**src/rtl/core/ncf_pkg.sv**
```systemverilog
`timescale 1ns / 1ps
// Shared constants, controller states and control structs of the cohesion force block.
package ncf_pkg;

    localparam int NBR_DEPTH = 64;
    localparam int NBR_AW    = 6;
    localparam int FRAC      = 16;
    localparam int DIV_W     = 50;
    localparam int DIV_CW    = 6;

    localparam logic [2:0] CFG_ACTIVE   = 3'd0;
    localparam logic [2:0] CFG_MIN_DIST = 3'd1;
    localparam logic [2:0] CFG_MAX_DIST = 3'd2;
    localparam logic [2:0] CFG_AMOUNT   = 3'd3;
    localparam logic [2:0] CFG_NBR_USE  = 3'd4;

    localparam logic OP_LOAD  = 1'b0;
    localparam logic OP_QUERY = 1'b1;

    typedef enum logic [27:0] {
        S_IDLE = 28'h0000001,
        S_INIT = 28'h0000002,
        S_MX2  = 28'h0000004,
        S_LIM  = 28'h0000008,
        S_RD   = 28'h0000010,
        S_DIFF = 28'h0000020,
        S_SQX  = 28'h0000040,
        S_SQY  = 28'h0000080,
        S_SQZ  = 28'h0000100,
        S_ACC  = 28'h0000200,
        S_CHK  = 28'h0000400,
        S_AV_S = 28'h0000800,
        S_AV_W = 28'h0001000,
        S_AQX  = 28'h0002000,
        S_AQY  = 28'h0004000,
        S_AQZ  = 28'h0008000,
        S_AQS  = 28'h0010000,
        S_SQ_W = 28'h0020000,
        S_LEN  = 28'h0040000,
        S_SC_S = 28'h0080000,
        S_SC_W = 28'h0100000,
        S_U_S  = 28'h0200000,
        S_U_W  = 28'h0400000,
        S_G_M  = 28'h0800000,
        S_G_T  = 28'h1000000,
        S_F_M  = 28'h2000000,
        S_F_T  = 28'h4000000,
        S_OUT  = 28'h8000000
    } t_state;

    typedef struct packed {
        t_state step;
        logic   take;
    } t_cmd;

    typedef struct packed {
        logic active;
        logic n_zero;
        logic walk_last;
        logic cnt_zero;
        logic div_done;
        logic sqrt_done;
        logic len_zero;
        logic scale_div;
        logic comp_last;
        logic out_free;
    } t_stat;

endpackage

```
**src/rtl/core/ncf_ctrl.sv**
```systemverilog
`timescale 1ns / 1ps
// Controller state machine that sequences the neighbor walk and the force steps.
module ncf_ctrl (
    input  logic           i_clk,
    input  logic           i_rst_n,
    input  logic           i_in_valid,
    input  logic           i_op,
    input  ncf_pkg::t_stat i_stat,
    output ncf_pkg::t_cmd  o_cmd,
    output logic           o_in_stall
);

    ncf_pkg::t_state r_state;
    ncf_pkg::t_state n_state;
    logic            w_take;

    assign w_take = i_in_valid && (r_state == ncf_pkg::S_IDLE);

    always_comb begin
        n_state = r_state;
        unique case (r_state)
            ncf_pkg::S_IDLE: begin
                if (w_take && i_op == ncf_pkg::OP_QUERY && i_stat.active) begin
                    n_state = ncf_pkg::S_INIT;
                end
            end
            ncf_pkg::S_INIT: n_state = ncf_pkg::S_MX2;
            ncf_pkg::S_MX2:  n_state = ncf_pkg::S_LIM;
            ncf_pkg::S_LIM:  n_state = i_stat.n_zero ? ncf_pkg::S_CHK : ncf_pkg::S_RD;
            ncf_pkg::S_RD:   n_state = ncf_pkg::S_DIFF;
            ncf_pkg::S_DIFF: n_state = ncf_pkg::S_SQX;
            ncf_pkg::S_SQX:  n_state = ncf_pkg::S_SQY;
            ncf_pkg::S_SQY:  n_state = ncf_pkg::S_SQZ;
            ncf_pkg::S_SQZ:  n_state = ncf_pkg::S_ACC;
            ncf_pkg::S_ACC:  n_state = i_stat.walk_last ? ncf_pkg::S_CHK : ncf_pkg::S_RD;
            ncf_pkg::S_CHK:  n_state = i_stat.cnt_zero ? ncf_pkg::S_IDLE : ncf_pkg::S_AV_S;
            ncf_pkg::S_AV_S: n_state = ncf_pkg::S_AV_W;
            ncf_pkg::S_AV_W: begin
                if (i_stat.div_done) begin
                    n_state = i_stat.comp_last ? ncf_pkg::S_AQX : ncf_pkg::S_AV_S;
                end
            end
            ncf_pkg::S_AQX:  n_state = ncf_pkg::S_AQY;
            ncf_pkg::S_AQY:  n_state = ncf_pkg::S_AQZ;
            ncf_pkg::S_AQZ:  n_state = ncf_pkg::S_AQS;
            ncf_pkg::S_AQS:  n_state = ncf_pkg::S_SQ_W;
            ncf_pkg::S_SQ_W: begin
                if (i_stat.sqrt_done) begin
                    n_state = ncf_pkg::S_LEN;
                end
            end
            ncf_pkg::S_LEN: begin
                if (i_stat.len_zero) begin
                    n_state = ncf_pkg::S_OUT;
                end else if (i_stat.scale_div) begin
                    n_state = ncf_pkg::S_SC_S;
                end else begin
                    n_state = ncf_pkg::S_U_S;
                end
            end
            ncf_pkg::S_SC_S: n_state = ncf_pkg::S_SC_W;
            ncf_pkg::S_SC_W: begin
                if (i_stat.div_done) begin
                    n_state = ncf_pkg::S_U_S;
                end
            end
            ncf_pkg::S_U_S:  n_state = ncf_pkg::S_U_W;
            ncf_pkg::S_U_W: begin
                if (i_stat.div_done) begin
                    n_state = ncf_pkg::S_G_M;
                end
            end
            ncf_pkg::S_G_M:  n_state = ncf_pkg::S_G_T;
            ncf_pkg::S_G_T:  n_state = ncf_pkg::S_F_M;
            ncf_pkg::S_F_M:  n_state = ncf_pkg::S_F_T;
            ncf_pkg::S_F_T:  n_state = i_stat.comp_last ? ncf_pkg::S_OUT : ncf_pkg::S_U_S;
            ncf_pkg::S_OUT: begin
                if (i_stat.out_free) begin
                    n_state = ncf_pkg::S_IDLE;
                end
            end
            default: n_state = ncf_pkg::S_IDLE;
        endcase
    end

    always_ff @(posedge i_clk) begin
        if (!i_rst_n) begin
            r_state <= ncf_pkg::S_IDLE;
        end else begin
            r_state <= n_state;
        end
    end

    assign o_cmd.step = r_state;
    assign o_cmd.take = w_take;
    assign o_in_stall = (r_state != ncf_pkg::S_IDLE);

endmodule

```
**config.mk**
```make
export PLATFORM = sky130hd
export DESIGN_NAME = ncf_ctrl
export DESIGN_NICKNAME = d
export VERILOG_FILES = /design/src/rtl/core/ncf_pkg.sv /design/src/rtl/core/ncf_ctrl.sv
export SDC_FILE = /design/constraint.sdc
export NUM_CORES = 1
export LEC_CHECK = 0
export BUFFER_PORTS_ARGS = -buffer_cell sky130_fd_sc_hd__buf_2
export CORE_ASPECT_RATIO = 0.9
export CORE_MARGIN = 8
export CORE_UTILIZATION = 54
export CTS_BUF_LIST = sky130_fd_sc_hd__clkbuf_4 sky130_fd_sc_hd__clkbuf_8
export DETAILED_ROUTE_END_ITERATION = 16
export GPL_TIMING_DRIVEN = 0
export PLACE_DENSITY = 0.81
export SLEW_MARGIN = 20
export SYNTH_ARGS = -nofsm -noshare
export SYNTH_HDL_FRONTEND = slang
export SYNTH_SLANG_ARGS = --single-unit
export TNS_END_PERCENT = 50
```
**constraint.sdc**
```tcl
create_clock -name i_clk -period 2.93 [get_ports i_clk]
set_clock_uncertainty 0.05 [all_clocks]
set_input_delay 0.586 -clock i_clk [delete_from_list [all_inputs] [get_ports i_clk]]
set_output_delay 0.586 -clock i_clk [all_outputs]
set_load 0.01 [all_outputs]
```
==> After elaboration in Yosys (flattened, before gate mapping) <==
Index checks and enable logic that the tools add are counted.
{ "word_totals": {"ff_bits": 28, "in_bits": 14, "output_inout_bits": 30, "word_cells": 54} }
{ "classes": {"eq_ne": 35, "mux": 14, "n_reduce_logical": 4} }
{ "ops": {"columns": ["cell", "count"], "rows": [
  ["28-bit case mux with 28 select lines", 1],
  ["28-bit 2-to-1 mux", 8],
  ["28-bit by 1-bit equality test with 1-bit output (second input constant)", 1],
  ["28-bit by 10-bit equality test with 1-bit output (second input constant)", 1],
  ["28-bit by 11-bit equality test with 1-bit output (second input constant)", 1],
  ["28-bit by 12-bit equality test with 1-bit output (second input constant)", 1],
  ["28-bit by 13-bit equality test with 1-bit output (second input constant)", 1],
  ["28-bit by 14-bit equality test with 1-bit output (second input constant)", 1],
  ["28-bit by 15-bit equality test with 1-bit output (second input constant)", 1],
  ["28-bit by 16-bit equality test with 1-bit output (second input constant)", 1],
  ["28-bit by 17-bit equality test with 1-bit output (second input constant)", 1],
  ["28-bit by 18-bit equality test with 1-bit output (second input constant)", 1],
  ["28-bit by 19-bit equality test with 1-bit output (second input constant)", 1],
  ["28-bit by 2-bit equality test with 1-bit output (second input constant)", 1],
  ["28-bit by 20-bit equality test with 1-bit output (second input constant)", 1],
  ["28-bit by 21-bit equality test with 1-bit output (second input constant)", 1],
  ["28-bit by 22-bit equality test with 1-bit output (second input constant)", 1],
  ["28-bit by 23-bit equality test with 1-bit output (second input constant)", 1],
  ["28-bit by 24-bit equality test with 1-bit output (second input constant)", 1],
  ["28-bit by 25-bit equality test with 1-bit output (second input constant)", 1],
  ["28-bit by 26-bit equality test with 1-bit output (second input constant)", 1],
  ["28-bit by 27-bit equality test with 1-bit output (second input constant)", 1],
  ["28-bit equality test (second input constant)", 1],
  ["28-bit by 3-bit equality test with 1-bit output (second input constant)", 1],
  ["other kinds (15)", 22]
]} }

==> Depth between registers and ports, before layout <==
{ "depth": {"word_depth": 6, "ltp_mapped": 7, "mapped_depth_nobuf": 6} }

==> Worst setup path after synthesis <==
No wires, ideal clock.
{ "synth_path": {"path_kind": "flip-flop to output port", "startpoint": "register r_state[24]", "endpoint": "output port o_cmd[0] (netlist name)", "arrival_time_ps": 1680, "required_ps": 2294, "slack_ps": 614, "stages_incl_launch_ff": 5, "path_buffers": 1, "path_cell_list": "dfxtp_1 > or4_4 > nor3_1 > and3_1 > buf_4"} }
{ "synth_between": {"elab_chain_cells": 2} }
{ "synth_lines": {"columns": ["item", "line_no", "source"], "rows": [
  ["start: declaration", "ncf_ctrl.sv:13", "ncf_pkg::t_state r_state;"],
  ["start signal: assignment", "ncf_ctrl.sv:88", "r_state <= ncf_pkg::S_IDLE;"],
  ["start signal: assignment", "ncf_ctrl.sv:90", "r_state <= n_state;"],
  ["28-bit by 1-bit equality test with 1-bit output", "ncf_ctrl.sv:17", "assign w_take = i_in_valid && (r_state == ncf_pkg::S_IDLE);"],
  ["1-bit logical AND", "ncf_ctrl.sv:17", null],
  ["end: declaration", "ncf_ctrl.sv:9", "output ncf_pkg::t_cmd o_cmd,"]
]} }
No other way between the ends.

==> Worst setup path in the final report <==
{ "layout_path": {"startpoint": "register r_state[4]", "endpoint": "output port o_cmd[0] (netlist name)"} }
The elaborated chain is that of the path after synthesis.

==> impl_metrics.env <==
export IMPL_slew_violations=0
export IMPL_endpoint_kind="output pin"
export IMPL_cts_clk_slew_worst_paths_ns=0.15
export IMPL_avgSynthCellArea_um2=8.62
export IMPL_synth_edf_count=0
export IMPL_r2r_cells=7
export IMPL_yosys_top_cells_area="dfxtp_1 (33%), nor4_1 (4.8%), nor2_1 (4.0%), nor4_4 (3.8%), nor4b_1 (3.6%)"
export IMPL_cp_startpoint="r_state[4]$_SDFFE_PN0P_"
export IMPL_critical_path_depth=6
export IMPL_worst_pin_slew_ns=0.686
export IMPL_syn_nets=209
export IMPL_ant_nets=0
export IMPL_wirelength_mm=4.42
export IMPL_ir_worst_vdd_v=0.000304
export IMPL_grt_pass1_vias=1458
export IMPL_grt_pass1_wl_mm=6.80
export IMPL_largest_register="r_state"
export IMPL_fin_nets=256
export IMPL_root_buffer="clkbuf_4"
export IMPL_fin_crit_sh_pct=94.5
export IMPL_reg_top3="r_state x28"
export IMPL_async_reset_ff_share_pct=0
export IMPL_portBuffers=42
export IMPL_fin_area_um2=2000
export IMPL_outcome="complete, no violations"
export IMPL_tns_ns=0
export IMPL_fin_cells=282
export IMPL_vias=1728
export IMPL_arrival_ns=2.13
export IMPL_synth_top_area_share_pct=33.3
export IMPL_drt_vias_per_instance=6.13
export IMPL_r2r_start="r_state[2]$_SDFFE_PN0P_"
export IMPL_fmax_mhz=361
export IMPL_routedWlPerCell_um=15.7
export IMPL_synthesis_instances=195
export IMPL_grt_max_degree=15
export IMPL_yosysWarnings=0
export IMPL_finalHoldViolations=0
export IMPL_multiInputGateArea_um2=1090
export IMPL_synth_distinct_cells=49
export IMPL_hold_path_class="input port to flop"
export IMPL_crit_chain="nor4_4 -> nand3_2 -> nor3_4 -> and3_1 -> buf_4 -> buf_2"
export IMPL_cts_max_level=1
export IMPL_die_area_um2=5160
export IMPL_critPathKind="flop to output pin"
export IMPL_fin_util_pct=66.2
export IMPL_rows=19
export IMPL_slew_headroom_pct=53.8
export IMPL_whs_ns=0.372
export IMPL_largest_reg_flops=28
export IMPL_worst_path_buf_inv=2
export IMPL_cp_slowest_cell="dfxtp_1"
export IMPL_cts_hold_buf=0
export IMPL_synth_top_family_by_area="simple AND/OR/NAND/NOR gates"
export IMPL_gp_congestion=0.909
export IMPL_fillerInstances=272
export IMPL_antenna_cells=0
export IMPL_clk_latency_ns=0.34
export IMPL_synth_fa_ha_area_share_pct=0
export IMPL_antenna_found_initial=0
export IMPL_cts_sinks=28
export IMPL_synthesis_area_um2=1680
export IMPL_setup_viol=0
export IMPL_powerDensity_nw_per_um2=519
export IMPL_clock_path_buffers=2
export IMPL_place_inst=279
export IMPL_first_pass_iters=4
export IMPL_num_io_pins=44
export IMPL_startpoint_type="flop"
export IMPL_synth_compound_area_share_pct=15.1
export IMPL_grt_overflow=0
export IMPL_core_um2=3020
export IMPL_dpl_hpwl_mm=3.32
export IMPL_cpPeakStageDelay_ns=0.42
export IMPL_r2r_end="r_state[0]$_SDFFE_PN1P_"
export IMPL_drt_first_iter_violations=150
export IMPL_r2r_setup_slack_ns=0.55
export IMPL_gr_usage_all_layers_pct=16.9
export IMPL_yosys_area_share_simple_pct=44.6
export IMPL_dieHeight_um=68.9
export IMPL_synth_area_leader_cell="dfxtp_1"
export IMPL_numCtsBuffers=3
export IMPL_critPathTopFamily="simple AND/OR/NAND/NOR gates"
export IMPL_cts_tree="built"
export IMPL_syn_to_final_growth_pct=18.9
export IMPL_ys_seq_elements=28
export IMPL_rsz0062_at_grt="false"
export IMPL_synthMuxAreaShare_pct=0
export IMPL_initial_utilization_pct=55.7
export IMPL_die_x_um=74.8
export IMPL_seq_area_um2=561
export IMPL_synth_xor_area_share_pct=3.12
export IMPL_yosys_most_used_dff="dfxtp_1"
export IMPL_leakagePower_uw=0.000826
export IMPL_maxCapViolations=0
export IMPL_postPlaceCellArea_um2=1940
export IMPL_crit_end="o_cmd[0]"
export IMPL_drc_errors=0
export IMPL_drive_gt1_share_pct=27.9
export IMPL_worst_path_max_fanout=8
export IMPL_ys_seq_area_share_pct=33.3
export IMPL_cp_data_required_time_ns=2.29
export IMPL_finalCriticalPeriod_ns=2.77
## cell usage in the layout, fill, tap and decap left out, drive strengths merged, types with 4 or more instances in the layout
cell type,n
buf,47
dfxtp,28
nor2,18
nor4,17
nand2,11
nor3,10
nand3,8
nor4b,7
nor2b,7
inv,7
nand4,7
or4,7
o21ai,6
clkbuf,5
and3,4
a32oi,4
## cell type report
class	count	area share, %
Inverter	7	1.31
Buffer	7	1.88
Timing Repair Buffer	42	10.5
Clock buffer	3	1.13
Multi-Input combinational cell	153	54.5
Tap cell	42	2.63
Sequential cell	28	28.0
## through the flow
stage | setup slack [ns] | power, uW
6_report | 0.163 | 1040
5_1_grt | 0.0170 | 1090
4_1_cts | 0.00369 | 1030
3_5_place_dp | 0.196 | 867
3_3_place_gp | 0.183 | 863
2_1_floorplan | 0.614 | 736
## synth_stat cells, types with 2 or more instances
master / count
dfxtp_1: 28
nor2_1: 18
nor4_1: 13
nand2_1: 11
nor3_1: 10
inv_1: 7
nand3_1: 7
nand4_1: 7
nor2b_1: 7
nor4b_1: 7
o21ai_0: 6
and3_1: 4
or4_4: 4
a31oi_1: 3
a32oi_1: 3
buf_2: 3
nand2b_1: 3
nand3b_1: 3
nor3b_1: 3
nor4_4: 3
or4_1: 3
xnor2_1: 3
xor2_1: 3
a211oi_1: 2
a21oi_1: 2
and4b_1: 2
buf_4: 2
clkbuf_1: 2
nand4b_1: 2
o211ai_1: 2
o21bai_1: 2
o31a_1: 2
or3_1: 2
## worst min-delay path by stage
stage | slack (ns) | startpoint | cells after the start | end
floorplan | 0.49 | r_state[25]$_SDFFE_PN0P_ | 2 | r_state[26]$_SDFFE_PN0P_
global placement | 0.48 | r_state[25]$_SDFFE_PN0P_ | 2 | r_state[26]$_SDFFE_PN0P_
detailed placement | 0.50 | r_state[25]$_SDFFE_PN0P_ | 2 | r_state[26]$_SDFFE_PN0P_
CTS | 0.36 | i_stat[3] | 2 | r_state[19]$_SDFFE_PN0P_
global route | 0.36 | i_stat[3] | 2 | r_state[19]$_SDFFE_PN0P_
finish | 0.37 | i_stat[3] | 2 | r_state[19]$_SDFFE_PN0P_
## timing repair
item,CTS,global route
setup endpoints to repair,2,2
pin swaps,0,1
setup buffers,0,0
cloned,0,0
gates resized for setup,1,4
## where the power goes
group          switching, uW  total, uW  leakage [uW]  internal (uW)
registers               26.8        426      0.000226            400
clock network            115        164     0.0000138           48.6
logic                    269        447      0.000586            178
total                    411       1040      0.000826            626
## cell families after synthesis
group | Yosys count
simple gates | 115
flops | 28
compound gates | 32
buf+inv | 14
xor+xnor | 6
## routing by layer
layer	GRT usage (%)	up-vias	part of all wire (%)
li1	-	857	-
met1	22.0	818	46
met2	27.2	48	47
met3	4.48	5	6.3
met4	3.90	0	0.84
met5	0	-	0
No activity file was read; power rests on OpenSTA's default activity.
